===== src/rtl/sstr_pkg.sv =====
// sstr_pkg: shared types, character codes and glyph table for the
// seven-segment text raster. No dependencies.
package sstr_pkg;

  localparam int MAX_DIGITS_DEF = 8;
  localparam int ROW_COUNT = 5;
  localparam int SCALE_W = 4;
  localparam int CHAR_W = 7;
  localparam int COL_W = 5;
  localparam int ROW_W = 3;

  localparam logic [SCALE_W-1:0] SCALE_RESET = 4'd2;
  localparam logic REG_SCALE = 1'b0;

  localparam logic [CHAR_W-1:0] CH_SP = 7'd32;
  localparam logic [CHAR_W-1:0] CH_DASH = 7'd45;
  localparam logic [CHAR_W-1:0] CH_BAR = 7'd124;
  localparam logic [CHAR_W-1:0] CH_NL = 7'd10;

  // segment bit order: top, upper-left, middle, upper-right, bottom,
  // lower-left, lower-right; codes 10 to 15 are blank
  localparam logic [6:0] SEG_MASK [0:15] = '{
    7'b1111011, 7'b1001000, 7'b0111101, 7'b1011101,
    7'b1001110, 7'b1010111, 7'b1110111, 7'b1001001,
    7'b1111111, 7'b1011111, 7'b0000000, 7'b0000000,
    7'b0000000, 7'b0000000, 7'b0000000, 7'b0000000
  };

  typedef enum logic {
    ST_COLLECT,
    ST_RENDER
  } ctrl_state_t;

  typedef struct packed {
    logic       op;
    logic [3:0] digit;
    logic       last_digit;
  } in_word_t;

  typedef struct packed {
    logic [CHAR_W-1:0] char_code;
    logic              end_of_frame;
  } out_word_t;

  typedef struct packed {
    logic load;
    logic restart;
    logic start;
    logic emit;
  } ctrl_cmd_t;

  typedef struct packed {
    logic at_close;
  } dp_status_t;

  function automatic logic [CHAR_W-1:0] glyph_char(input logic [3:0] d,
                                                   input logic [2:0] seg);
    logic [6:0] mask;
    logic [CHAR_W-1:0] ch;
    mask = SEG_MASK[d];
    if (!mask[seg]) begin
      ch = CH_SP;
    end else if (seg == 3'd0 || seg == 3'd2 || seg == 3'd4) begin
      ch = CH_DASH;
    end else begin
      ch = CH_BAR;
    end
    return ch;
  endfunction

endpackage


===== src/rtl/sstr_ctrl.sv =====
// sstr_ctrl: frame state machine, handshake and output valid flag.
// Depends on sstr_pkg.
module sstr_ctrl (
  input  logic                clk,
  input  logic                rst,
  input  logic                in_valid,
  output logic                in_ready,
  input  sstr_pkg::in_word_t  in_data,
  output logic                out_valid,
  input  logic                out_ready,
  output sstr_pkg::ctrl_cmd_t cmd,
  input  sstr_pkg::dp_status_t status
);

  sstr_pkg::ctrl_state_t state, state_next;
  logic out_valid_next;
  logic accept;

  assign in_ready = !out_valid || out_ready;
  assign accept = in_valid && in_ready;

  always_comb begin
    state_next = state;
    case (state)
      sstr_pkg::ST_COLLECT: begin
        if (cmd.start) state_next = sstr_pkg::ST_RENDER;
      end
      sstr_pkg::ST_RENDER: begin
        if (cmd.load) begin
          state_next = cmd.start ? sstr_pkg::ST_RENDER : sstr_pkg::ST_COLLECT;
        end else if (cmd.emit && status.at_close) begin
          state_next = sstr_pkg::ST_COLLECT;
        end
      end
      default: state_next = sstr_pkg::ST_COLLECT;
    endcase
  end

  always_comb begin
    cmd.load = accept && !in_data.op;
    cmd.start = accept && !in_data.op && in_data.last_digit;
    cmd.restart = 1'b0;
    cmd.emit = 1'b0;
    case (state)
      sstr_pkg::ST_COLLECT: begin
      end
      sstr_pkg::ST_RENDER: begin
        cmd.restart = accept && !in_data.op;
        cmd.emit = accept && in_data.op;
      end
      default: begin
      end
    endcase
    out_valid_next = cmd.emit || (out_valid && !out_ready);
  end

  always_ff @(posedge clk) begin
    if (rst) begin
      state <= sstr_pkg::ST_COLLECT;
      out_valid <= 1'b0;
    end else begin
      state <= state_next;
      out_valid <= out_valid_next;
    end
  end

endmodule


===== src/rtl/sstr_datapath.sv =====
// sstr_datapath: scale register, digit store, raster counters and
// output character register. Depends on sstr_pkg.
module sstr_datapath #(
  parameter int MAX_DIGITS = sstr_pkg::MAX_DIGITS_DEF
) (
  input  logic                          clk,
  input  logic                          rst,
  input  sstr_pkg::ctrl_cmd_t           cmd,
  output sstr_pkg::dp_status_t          status,
  input  logic [3:0]                    digit,
  input  logic                          cfg_we,
  input  logic [sstr_pkg::SCALE_W-1:0]  cfg_wdata,
  output logic [sstr_pkg::SCALE_W-1:0]  scale,
  output sstr_pkg::out_word_t           out_data
);

  localparam int CW = $clog2(MAX_DIGITS + 1);
  localparam int IW = (MAX_DIGITS > 1) ? $clog2(MAX_DIGITS) : 1;

  logic [3:0] store [MAX_DIGITS];
  logic [CW-1:0] digit_count, digit_count_next;
  logic [CW-1:0] digit_pos, digit_pos_next;
  logic [sstr_pkg::ROW_W-1:0] row_phase, row_phase_next;
  logic [sstr_pkg::SCALE_W-1:0] line_repeat, line_repeat_next;
  logic [sstr_pkg::COL_W-1:0] column_pos, column_pos_next;

  logic [CW-1:0] base;
  logic          base_room;
  logic [sstr_pkg::SCALE_W-1:0] s;
  logic [sstr_pkg::COL_W-1:0] s_w, col_inc, width;
  logic [sstr_pkg::SCALE_W:0] lr_inc;
  logic [3:0] cur_digit;
  logic last;
  logic [2:0] li, ri;
  logic [sstr_pkg::CHAR_W-1:0] ch;
  logic eof;

  assign s = (scale == '0) ? sstr_pkg::SCALE_W'(1) : scale;
  assign s_w = sstr_pkg::COL_W'(s);
  assign col_inc = column_pos + 1'b1;
  assign lr_inc = {1'b0, line_repeat} + 1'b1;
  assign last = ({1'b0, digit_pos} + 1'b1) == {1'b0, digit_count};
  assign base = cmd.restart ? '0 : digit_count;
  assign base_room = base < CW'(MAX_DIGITS);
  assign status.at_close = row_phase >= sstr_pkg::ROW_W'(sstr_pkg::ROW_COUNT);

  always_comb begin
    digit_count_next = digit_count;
    digit_pos_next = digit_pos;
    row_phase_next = row_phase;
    line_repeat_next = line_repeat;
    column_pos_next = column_pos;
    ch = sstr_pkg::CH_NL;
    eof = 1'b0;
    width = '0;
    li = row_phase[1] ? 3'd5 : 3'd1;
    ri = row_phase[1] ? 3'd6 : 3'd3;
    if (cmd.load) begin
      digit_count_next = base_room ? base + 1'b1 : base;
      if (cmd.start) begin
        row_phase_next = '0;
        line_repeat_next = '0;
        digit_pos_next = '0;
        column_pos_next = '0;
      end
    end else if (cmd.emit) begin
      if (status.at_close) begin
        eof = 1'b1;
        digit_count_next = '0;
        row_phase_next = '0;
        line_repeat_next = '0;
        digit_pos_next = '0;
        column_pos_next = '0;
      end else if (digit_pos >= digit_count) begin
        digit_pos_next = '0;
        column_pos_next = '0;
        if (row_phase[0]) begin
          if (lr_inc >= {1'b0, s}) begin
            line_repeat_next = '0;
            row_phase_next = row_phase + 1'b1;
          end else begin
            line_repeat_next = lr_inc[sstr_pkg::SCALE_W-1:0];
          end
        end else begin
          row_phase_next = row_phase + 1'b1;
        end
      end else begin
        if (!row_phase[0]) begin
          width = s_w + (last ? 5'd2 : 5'd3);
          ch = (column_pos >= 5'd1 && column_pos <= s_w) ?
               sstr_pkg::glyph_char(cur_digit, row_phase) : sstr_pkg::CH_SP;
        end else begin
          width = s_w + (last ? 5'd2 : 5'd3);
          if (column_pos == '0) begin
            ch = sstr_pkg::glyph_char(cur_digit, li);
          end else if (column_pos == s_w + 5'd1) begin
            ch = sstr_pkg::glyph_char(cur_digit, ri);
          end else begin
            ch = sstr_pkg::CH_SP;
          end
        end
        if (col_inc >= width) begin
          column_pos_next = '0;
          digit_pos_next = digit_pos + 1'b1;
        end else begin
          column_pos_next = col_inc;
        end
      end
    end
  end

  always_ff @(posedge clk) begin
    if (rst) begin
      scale <= sstr_pkg::SCALE_RESET;
      digit_count <= '0;
      digit_pos <= '0;
      row_phase <= '0;
      line_repeat <= '0;
      column_pos <= '0;
    end else begin
      if (cfg_we) scale <= cfg_wdata;
      digit_count <= digit_count_next;
      digit_pos <= digit_pos_next;
      row_phase <= row_phase_next;
      line_repeat <= line_repeat_next;
      column_pos <= column_pos_next;
    end
  end

  always_ff @(posedge clk) begin
    if (cmd.load && base_room) store[base[IW-1:0]] <= digit;
    // store read ahead into cur_digit, at the next draw position
    if (cmd.load && base_room && (base == digit_pos_next)) begin
      cur_digit <= digit;
    end else begin
      cur_digit <= store[digit_pos_next[IW-1:0]];
    end
    if (cmd.emit) begin
      out_data.char_code <= ch;
      out_data.end_of_frame <= eof;
    end
  end

endmodule


===== src/rtl/seven_segment_text_raster_top.sv =====
// seven_segment_text_raster_top: top level, controller plus datapath and
// the configuration port. Depends on sstr_pkg, sstr_ctrl, sstr_datapath.
//
//   channel   direction  handshake            payload
//   in        input      in_valid/in_ready    in_data (op, digit, last_digit)
//   out       output     out_valid/out_ready  out_data (char_code, end_of_frame)
//   cfg       input      psel/penable/pwrite  paddr, pwdata, prdata (scale at 0)
//
// one word accepted per cycle while in_ready is high; a tick in render state
// gives its character in the next cycle in the output register, from the raster counters and the glyph table
// in_ready is low only while an output word waits and out_ready is low
// synchronous reset, scale back to 2, digit store is not cleared
module seven_segment_text_raster_top #(
  parameter int MAX_DIGITS = sstr_pkg::MAX_DIGITS_DEF
) (
  input  logic                clk,
  input  logic                rst,
  input  logic                in_valid,
  output logic                in_ready,
  input  sstr_pkg::in_word_t  in_data,
  output logic                out_valid,
  input  logic                out_ready,
  output sstr_pkg::out_word_t out_data,
  input  logic                psel,
  input  logic                penable,
  input  logic                pwrite,
  input  logic [2:0]          paddr,
  input  logic [31:0]         pwdata,
  output logic [31:0]         prdata,
  output logic                pready
);

  sstr_pkg::ctrl_cmd_t cmd;
  sstr_pkg::dp_status_t status;
  logic [sstr_pkg::SCALE_W-1:0] scale;
  logic cfg_we;

  assign pready = 1'b1;
  assign cfg_we = psel && penable && pwrite && (paddr[2] == sstr_pkg::REG_SCALE);
  assign prdata = (paddr[2] == sstr_pkg::REG_SCALE) ? {28'd0, scale} : 32'd0;

  sstr_ctrl u_ctrl (
    .clk       (clk),
    .rst       (rst),
    .in_valid  (in_valid),
    .in_ready  (in_ready),
    .in_data   (in_data),
    .out_valid (out_valid),
    .out_ready (out_ready),
    .cmd       (cmd),
    .status    (status)
  );

  sstr_datapath #(
    .MAX_DIGITS (MAX_DIGITS)
  ) u_datapath (
    .clk       (clk),
    .rst       (rst),
    .cmd       (cmd),
    .status    (status),
    .digit     (in_data.digit),
    .cfg_we    (cfg_we),
    .cfg_wdata (pwdata[sstr_pkg::SCALE_W-1:0]),
    .scale     (scale),
    .out_data  (out_data)
  );

  a_emit_shows: assert property (@(posedge clk) disable iff (rst)
    cmd.emit |=> out_valid)
    else $error("tick emit did not raise out_valid");

  a_eof_newline: assert property (@(posedge clk) disable iff (rst)
    (out_valid && out_data.end_of_frame) |-> (out_data.char_code == sstr_pkg::CH_NL))
    else $error("end of frame on a non-newline character");

  a_cmd_accepted: assert property (@(posedge clk) disable iff (rst)
    (cmd.emit || cmd.load) |-> (in_valid && in_ready && !(cmd.emit && cmd.load)))
    else $error("command without an accepted input word");

endmodule


===== config.mk =====
export PLATFORM = sky130hd
export DESIGN_NAME = seven_segment_text_raster_top
export DESIGN_NICKNAME = d
export VERILOG_FILES = /design/src/rtl/sstr_pkg.sv /design/src/rtl/sstr_ctrl.sv /design/src/rtl/sstr_datapath.sv /design/src/rtl/seven_segment_text_raster_top.sv
export SDC_FILE = /design/constraint.sdc
export NUM_CORES = 1
export LEC_CHECK = 0
export ABC_AREA = 1
export ABC_CLOCK_PERIOD_IN_PS = 5270
export BUFFER_PORTS_ARGS = -buffer_cell sky130_fd_sc_hd__buf_2
export CAP_MARGIN = 20
export CORE_ASPECT_RATIO = 0.75
export CORE_UTILIZATION = 25
export CTS_BUF_LIST = sky130_fd_sc_hd__clkbuf_2 sky130_fd_sc_hd__clkbuf_4 sky130_fd_sc_hd__clkbuf_8
export CTS_CLUSTER_SIZE = 14
export DETAILED_ROUTE_END_ITERATION = 8
export GPL_TIMING_DRIVEN = 0
export PLACE_DENSITY_LB_ADDON = 0.2
export SYNTH_ARGS = -nofsm -noshare
export SYNTH_HDL_FRONTEND = slang
export SYNTH_SLANG_ARGS = --single-unit
export TNS_END_PERCENT = 10

===== constraint.sdc =====
create_clock -name clk -period 5.27 [get_ports clk]
set_input_delay 0.2635 -clock clk [delete_from_list [all_inputs] [get_ports clk]]
set_output_delay 0.2635 -clock clk [all_outputs]
set_load 0.02 [all_outputs]

After elaboration in Yosys (flattened, before gate mapping) --
Memories as Yosys holds them, arrays and structs flattened. Index checks and enable logic that the tools add are counted.
Cells by class: multipliers 0, equal/unequal tests 11, bitwise logic cells 3, reductions and logical operators 38, shift operators 0, magnitude comparators 11, divide/modulo/power cells 0, add/subtract/negate cells 8, multiplexer cells 68
Operators by type and width (number):
- 2-to-1 mux 4 bit | 21
- 2-to-1 mux 7 bit | 12
- 2-to-1 mux 5 bit | 10
- 2-to-1 mux 3 bit | 9
- adder 4 x 1 -> 5 bit (second input constant) | 3
- logical AND 1 bit | 12
- less-than comparator 3 x 4 -> 1 bit (second input constant) | 3
- 2-to-1 mux 1 bit | 12
- binary-select mux 1 bit (select 3 bit) | 3
- equality test 3 x 2 -> 1 bit (second input constant) | 3
- equality test 3 bit (second input constant) | 3
- logical NOT 3 bit | 3
- adder 4 x 1 -> 4 bit (second input constant) | 2
- logical OR 1 bit | 8
- AND reduction 4 bit | 2
- nonzero test 3 bit | 2
- adder 4 x 5 -> 5 bit | 1
- adder 5 x 1 -> 5 bit (second input constant) | 1
- equality test 5 x 4 -> 1 bit | 1
- equality test 5 bit | 1
- >= comparator 5 x 1 -> 1 bit (second input constant) | 1
- >= comparator 5 x 4 -> 1 bit | 1
- >= comparator 5 bit | 1
- >= comparator 5 bit (second input constant) | 1
- other kinds (18) | 23
Storage, ports and cells: logic and storage cells 153, RAM bits 32, flip-flop bits (word level) 38, ROM bits 112, memories kept 2, bits of input ports 48, output and inout bits 43, latch bits 0
Memories:
- (name not given) | depth 16, width 7, read ports 1, clocked after memory_dff 0, write ports 0, line sstr_pkg.sv:60 | mask = SEG_MASK[d];
- u_datapath.store | depth 8, width 4, read ports 1, clocked after memory_dff 0, write ports 1, line sstr_datapath.sv:20 | logic [3:0] store [MAX_DIGITS];

Logic depth before layout (Yosys ltp) --
word-level depth 17, mapped depth 26, gate-level depth less buffers 26

Hierarchy --
Synthesis repeated with hierarchy kept, for this count alone.
Second synthesis, totals: cell total of the unflattened synthesis 581, area, all modules 4631.9 sq um
By module, submodules not included:
- sstr_datapath | cells an instance 515, sequential area each 1731.7 sq um, times used 1, area an instance 4214.0 sq um
- seven_segment_text_raster_top | cells an instance 43, sequential area each 0.0 sq um, times used 1, area an instance 275.3 sq um
- sstr_ctrl | cells an instance 23, sequential area each 40.0 sq um, times used 1, area an instance 142.6 sq um

Worst setup path before layout --
Ideal clock, no wire load.
kind register to register, from reg u_datapath.digit_pos[0], to reg u_datapath.cur_digit[2], data required time 5157 ps, clock period less this slack 3243 ps, cell stages (with the launch flop) 25, setup time 113 ps, slack 2027 ps, arrival time 3130 ps, path buffers 1, cells stage by stage dfxtp_1 -> ha_1 -> xor2_1 -> xor2_1 -> nand3_1 -> a21oi_1 -> o21ai_0 -> ha_1 -> inv_1 -> ha_1 -> xor2_1 -> ha_1 -> nand2_1 -> nand2_1 -> nand2_1 -> nand3_2 -> nand3_1 -> nand4_4 -> nand2_4 -> buf_6 -> nand2_1 -> nand3_1 -> nand3_1 -> nand3_1 -> nand2_1
On the way: word-level cells in the longest chain between the ends 17, elaborated cells between the ends (all ways) 21, those cells by class add/sub (3); order compare (2); eq/ne (2); mux (12); reduce/logical (1); memory (1)
Ends and longest elaborated chain:
- start: declaration | line sstr_datapath.sv:22 | logic [CW-1:0] digit_pos, digit_pos_next;
- start signal: assignment | line sstr_datapath.sv:123 | digit_pos <= digit_pos_next;
- adder 4 x 1 -> 5 bit | line sstr_datapath.sv:42 | assign last = ({1'b0, digit_pos} + 1'b1) == {1'b0, digit_count};
- equality test 5 x 4 -> 1 bit | line sstr_datapath.sv:42
- 2-to-1 mux 1 bit | line sstr_datapath.sv:89, sstr_datapath.sv:93
- adder 4 x 5 -> 5 bit | line sstr_datapath.sv:89, sstr_datapath.sv:93
- 2-to-1 mux 5 bit | line sstr_datapath.sv:74 | end else if (digit_pos >= digit_count) begin
- 2-to-1 mux 5 bit | line sstr_datapath.sv:67 | if (status.at_close) begin
- 2-to-1 mux 5 bit | line sstr_datapath.sv:66 | end else if (cmd.emit) begin
- 2-to-1 mux 5 bit | line sstr_datapath.sv:58 | if (cmd.load) begin
- >= comparator 5 bit | line sstr_datapath.sv:102 | if (col_inc >= width) begin
- 2-to-1 mux 4 bit | line sstr_datapath.sv:102
- 2-to-1 mux 4 bit | line sstr_datapath.sv:74
- 2-to-1 mux 4 bit | line sstr_datapath.sv:67
- 2-to-1 mux 4 bit | line sstr_datapath.sv:66
- 2-to-1 mux 4 bit (*) | line sstr_datapath.sv:58
- branches (longest 2 deep; another with memory read (8 x 4 bit))
- 2-to-1 mux 4 bit (*) | line sstr_datapath.sv:133 | if (cmd.load && base_room && (base == digit_pos_next)) begin
- end signal: assignment | line sstr_datapath.sv:134 | cur_digit <= digit;
- end signal: assignment | line sstr_datapath.sv:136 | cur_digit <= store[digit_pos_next[IW-1:0]];
- end: declaration | line sstr_datapath.sv:32 | logic [3:0] cur_digit;
Mark *: on every way between the ends. The select of a mux whose other input is x is not followed. A chain may end at the register's enable or synchronous reset.

Worst setup path after layout --
from reg u_datapath.scale[2] (netlist bit), to reg u_datapath.cur_digit[2]
On the way: word-level cells in the longest chain between the ends 16, elaborated cells between the ends (all ways) 17, those cells by class add/sub (1); order compare (1); eq/ne (1); mux (11); reduce/logical (2); memory (1)
Ends and longest elaborated chain:
- start: declaration | line sstr_datapath.sv:13 | output logic [sstr_pkg::SCALE_W-1:0] scale,
- start signal: assignment | line sstr_datapath.sv:114 | scale <= sstr_pkg::SCALE_RESET;
- start signal: assignment | line sstr_datapath.sv:121 | if (cfg_we) scale <= cfg_wdata;
- logical NOT 4 bit | line sstr_datapath.sv:38 | assign s = (scale == '0) ? sstr_pkg::SCALE_W'(1) : scale;
- 2-to-1 mux 4 bit (*) | line sstr_datapath.sv:38
- adder 4 x 5 -> 5 bit (*) | line sstr_datapath.sv:89, sstr_datapath.sv:93
- 2-to-1 mux 5 bit (*) | line sstr_datapath.sv:74
- 2-to-1 mux 5 bit (*) | line sstr_datapath.sv:67
- 2-to-1 mux 5 bit (*) | line sstr_datapath.sv:66
- 2-to-1 mux 5 bit (*) | line sstr_datapath.sv:58
- >= comparator 5 bit (*) | line sstr_datapath.sv:102
- 2-to-1 mux 4 bit (*) | line sstr_datapath.sv:102
- 2-to-1 mux 4 bit (*) | line sstr_datapath.sv:74
- 2-to-1 mux 4 bit (*) | line sstr_datapath.sv:67
- 2-to-1 mux 4 bit (*) | line sstr_datapath.sv:66
- 2-to-1 mux 4 bit (*) | line sstr_datapath.sv:58
- branches (longest 2 deep; another with memory read (8 x 4 bit))
- 2-to-1 mux 4 bit (*) | line sstr_datapath.sv:133
Marks and branches as above.

==> metrics.cfg <==
[pwr]
ir_drop_uv = 102
p_leak_uw = 0.00242
p_per_area_nw_per_um2 = 230

[status]
status = complete, no violations

[setup_path]
max_stage_delay_ps = 630
cp.required_ps = 5530
worstPathArrival_ps = 4190
cpMaxStageDelayCell = o21ai_0
r2r-start = u_datapath.scale[2]
critical-path-top-delay-family = simple AND/OR/NAND/NOR gates
path_common_cell = nand2_1
r2r_setup_slack_ps = 1340
start_kind = register
path_cells = inv_1 > nand2_1 > o21ai_0 > ha_1 > inv_1 > ha_1 > nor2_1 > nand2_1 > ha_1 > a21oi_1 > nand3_2 > nand2_1 > o21ai_0 > nand2_1 > nand2_1 > nand2_1 > nand3_1 > nor2_4 > nand2_2 > nand3_1 > nand2_1
crit_buf_inv = 2
ff2ff_path_depth = 21
worstSetupPathType = reg2reg
reg2reg_to = u_datapath.cur_digit[2]
path_depth = 21
crit_fanout = 9
end_kind = register
endpoint = u_datapath.cur_digit[2]
crit_start = u_datapath.scale[2]

[sta]
hold_viol_final = 0
period_share_pct = 74.6
relSlewSlack_pct = 47.8
tightest_slew_ps = 775
max_freq_mhz = 254
setup_viol = 0
fin_worst_skew_ps = 9.78
finalCriticalPeriod_ps = 3930
setup-tns-final_ps = 0
slew_violations = 0
rsz0062_at_grt = false

[route]
postRouteAntennaNets = 0
drtPass1Iterations = 5
drc = 0
drt_iter0_markers = 278
drt_wl_total_mm = 10.8
via_per_inst = 4.32
wire_per_inst_um = 12.7
vias = 3675

[global_route]
grtUsageMet1_pct = 17.4
grt_use_met3_pct = 3.17
overflow = 0
busiest_layer = met2
first_global_vias = 3476
antenna_found_initial = 0
globalRouteMet2Util_pct = 18.0
grt_usage_pct = 12.3
grt_max_degree = 13
grt_pass1_wl_mm = 17.4

[yosys]
yosysTopAreaCellShare_pct = 26.2
ys_async_sr_fraction_pct = 0
yosysWarnings = 0
synth_edf_count = 39
yosysTopAreaCell = edfxtp_1
synth_area_leaders = edfxtp_1, dfxtp_1, ha_1
synth_area_um2 = 4470
synth_common_cells = nand2_1, inv_1, nand3_1, edfxtp_1, ha_1
ys_types = 46
syn_avg_cell_area_um2 = 8.26
synth_cells = 541
ys_ff_latch = 69
yosys_most_used_dff = edfxtp_1
ys_seq_area_share_pct = 39.6
yosysMostFrequentCell = nand2_1

[clock_network]
hold_buffers = 0
cts_sinks = 69
cts_root_buffer = clkbuf_8
post_cts_resized = 0
cts.path.max_buffers = 2
insertion_delay_ps = 370
post_cts_buffers = 0
h-tree-depth = 3
path_clk_slew_ps = 80
cts_buffers = 9
cts_tree = yes

[flow_run]
max_cap_violations = 0

[floorplanning]
dieHeight_um = 118
die_w_um = 156
rows = 41
io_pins = 91
start_util_pct = 26.1
core_um2 = 17100
die_area_um2 = 18400

[cells_and_area]
multi_input_comb_area_um2 = 2220
num-nets-final = 691
areaGrowthSynthToFinish_pct = 16.9
fin_area_um2 = 5230
n_antenna_cell = 0
n_fill_cell = 1853
drive_above_1_share_pct = 17.6
regArea_um2 = 1770

[min_path]
worstHoldPathType = in2reg

[placement]
gp_congestion = 0.826
numPortBuffers = 30
place_area_um2 = 5020
dpl.hpwl_mm = 8.38

power by group:
group	total [µW]	internal [µW]	switching [µW]
sequential	587	577	9.79
clock	462	244	218
combinational	155	55.0	100
total	1200	877	328
cells in the final DEF (no fill, tap or decap), types with 2 or more instances in the layout:
cell type	netlist	layout
nand2_1	95	95
inv_1	76	76
nand3_1	68	68
edfxtp_1	39	39
ha_1	34	34
nor2_1	32	32
buf_2	1	31
buf_4	30	30
dfxtp_1	30	30
conb_1	2	29
a21oi_1	27	27
o21ai_0	25	25
xor2_1	13	13
clkbuf_8	0	11
nand2_2	6	6
clkbuf_1	5	5
nor3_1	5	5
nor2_2	4	4
nand3b_1	4	4
nand4_1	4	4
inv_2	3	3
nand4_4	3	3
a31oi_1	3	3
nand2_4	2	2
clkinv_2	1	2
nand3_2	2	2
buf_6	2	2
nor2_4	2	2
a21boi_0	2	2
a211oi_1	2	2
a221oi_1	2	2
nor3b_1	2	2
clkinvlp_4	0	2
cell type report:
| cell class | instances | share of cell area [%] |
|---|---|---|
| Inverter | 82 | 5.96 |
| Timing Repair Buffer | 30 | 2.87 |
| Multi-Input combinational cell | 379 | 42.4 |
| Tap cell | 236 | 5.65 |
| Clock inverter | 5 | 1.12 |
| Buffer | 38 | 5.19 |
| Sequential cell | 69 | 33.9 |
| Clock buffer | 11 | 2.90 |
metal layers:
metal  part of all wire [%]  up-vias
met5                      0        -
met4                    1.3        0
met3                    5.9       11
met2                     41      115
met1                     52     1670
li1                       -     1879
sequential cells by signal, summed over array words and instances, names as in the netlist:
name and count:
u_datapath.store 32, u_datapath.out_data 7, u_datapath.column_pos 5, u_datapath.cur_digit 4, u_datapath.digit_count 4, u_datapath.digit_pos 4, u_datapath.line_repeat 4, u_datapath.scale 4
u_datapath.row_phase 3, u_ctrl.out_valid 1, u_ctrl.state 1
cell families (layout without fill, tap and decap cells):
logic type	count (synthesis)	after routing	synth area share [%]
buffers and inverters	120	166	13.0
AO/OA/AOI/OAI	69	69	8.79
AND/OR/NAND/NOR	232	232	25.5
other	2	29	0.168
adder cells (fa/ha/maj)	34	34	9.52
flip-flops	69	69	39.6
XOR/XNOR	15	15	3.36
per-stage QoR:
stage          std cells  utilization [%]  hold WS [ps]  total power, µW  worst slack [ps]
2_1_floorplan        568                -           362              714              2030
3_3_place_gp         834             29.3           455              752              1430
4_1_cts              850             30.5           102             1220              1350
3_5_place_dp         834             29.3           466              755              1370
6_report             850             30.5           110             1200              1340
5_1_grt              850             30.5           126             1260               918
worst reg2reg max path, delay by kind of cell (launching register included):
kind            cells  cell delay (ps)
compound gates      3              890
fa+ha+maj           3              750
buf+inv             2              320
flops               1              360
simple gates       13             1510
worst min-delay path by stage:
stage	start	end	slack [ps]	depth (start not counted)
floorplan	in_data[1]	u_datapath.store[0][0]	360	0
global placement	u_datapath.column_pos[4]	u_datapath.column_pos[4]	460	2
detailed placement	u_datapath.column_pos[4]	u_datapath.column_pos[4]	470	2
CTS	pwdata[1]	u_datapath.scale[1]	100	3
global route	pwdata[1]	u_datapath.scale[1]	130	3
finish	pwdata[1]	u_datapath.scale[1]	110	3
No activity file was read; power rests on OpenSTA's default activity.
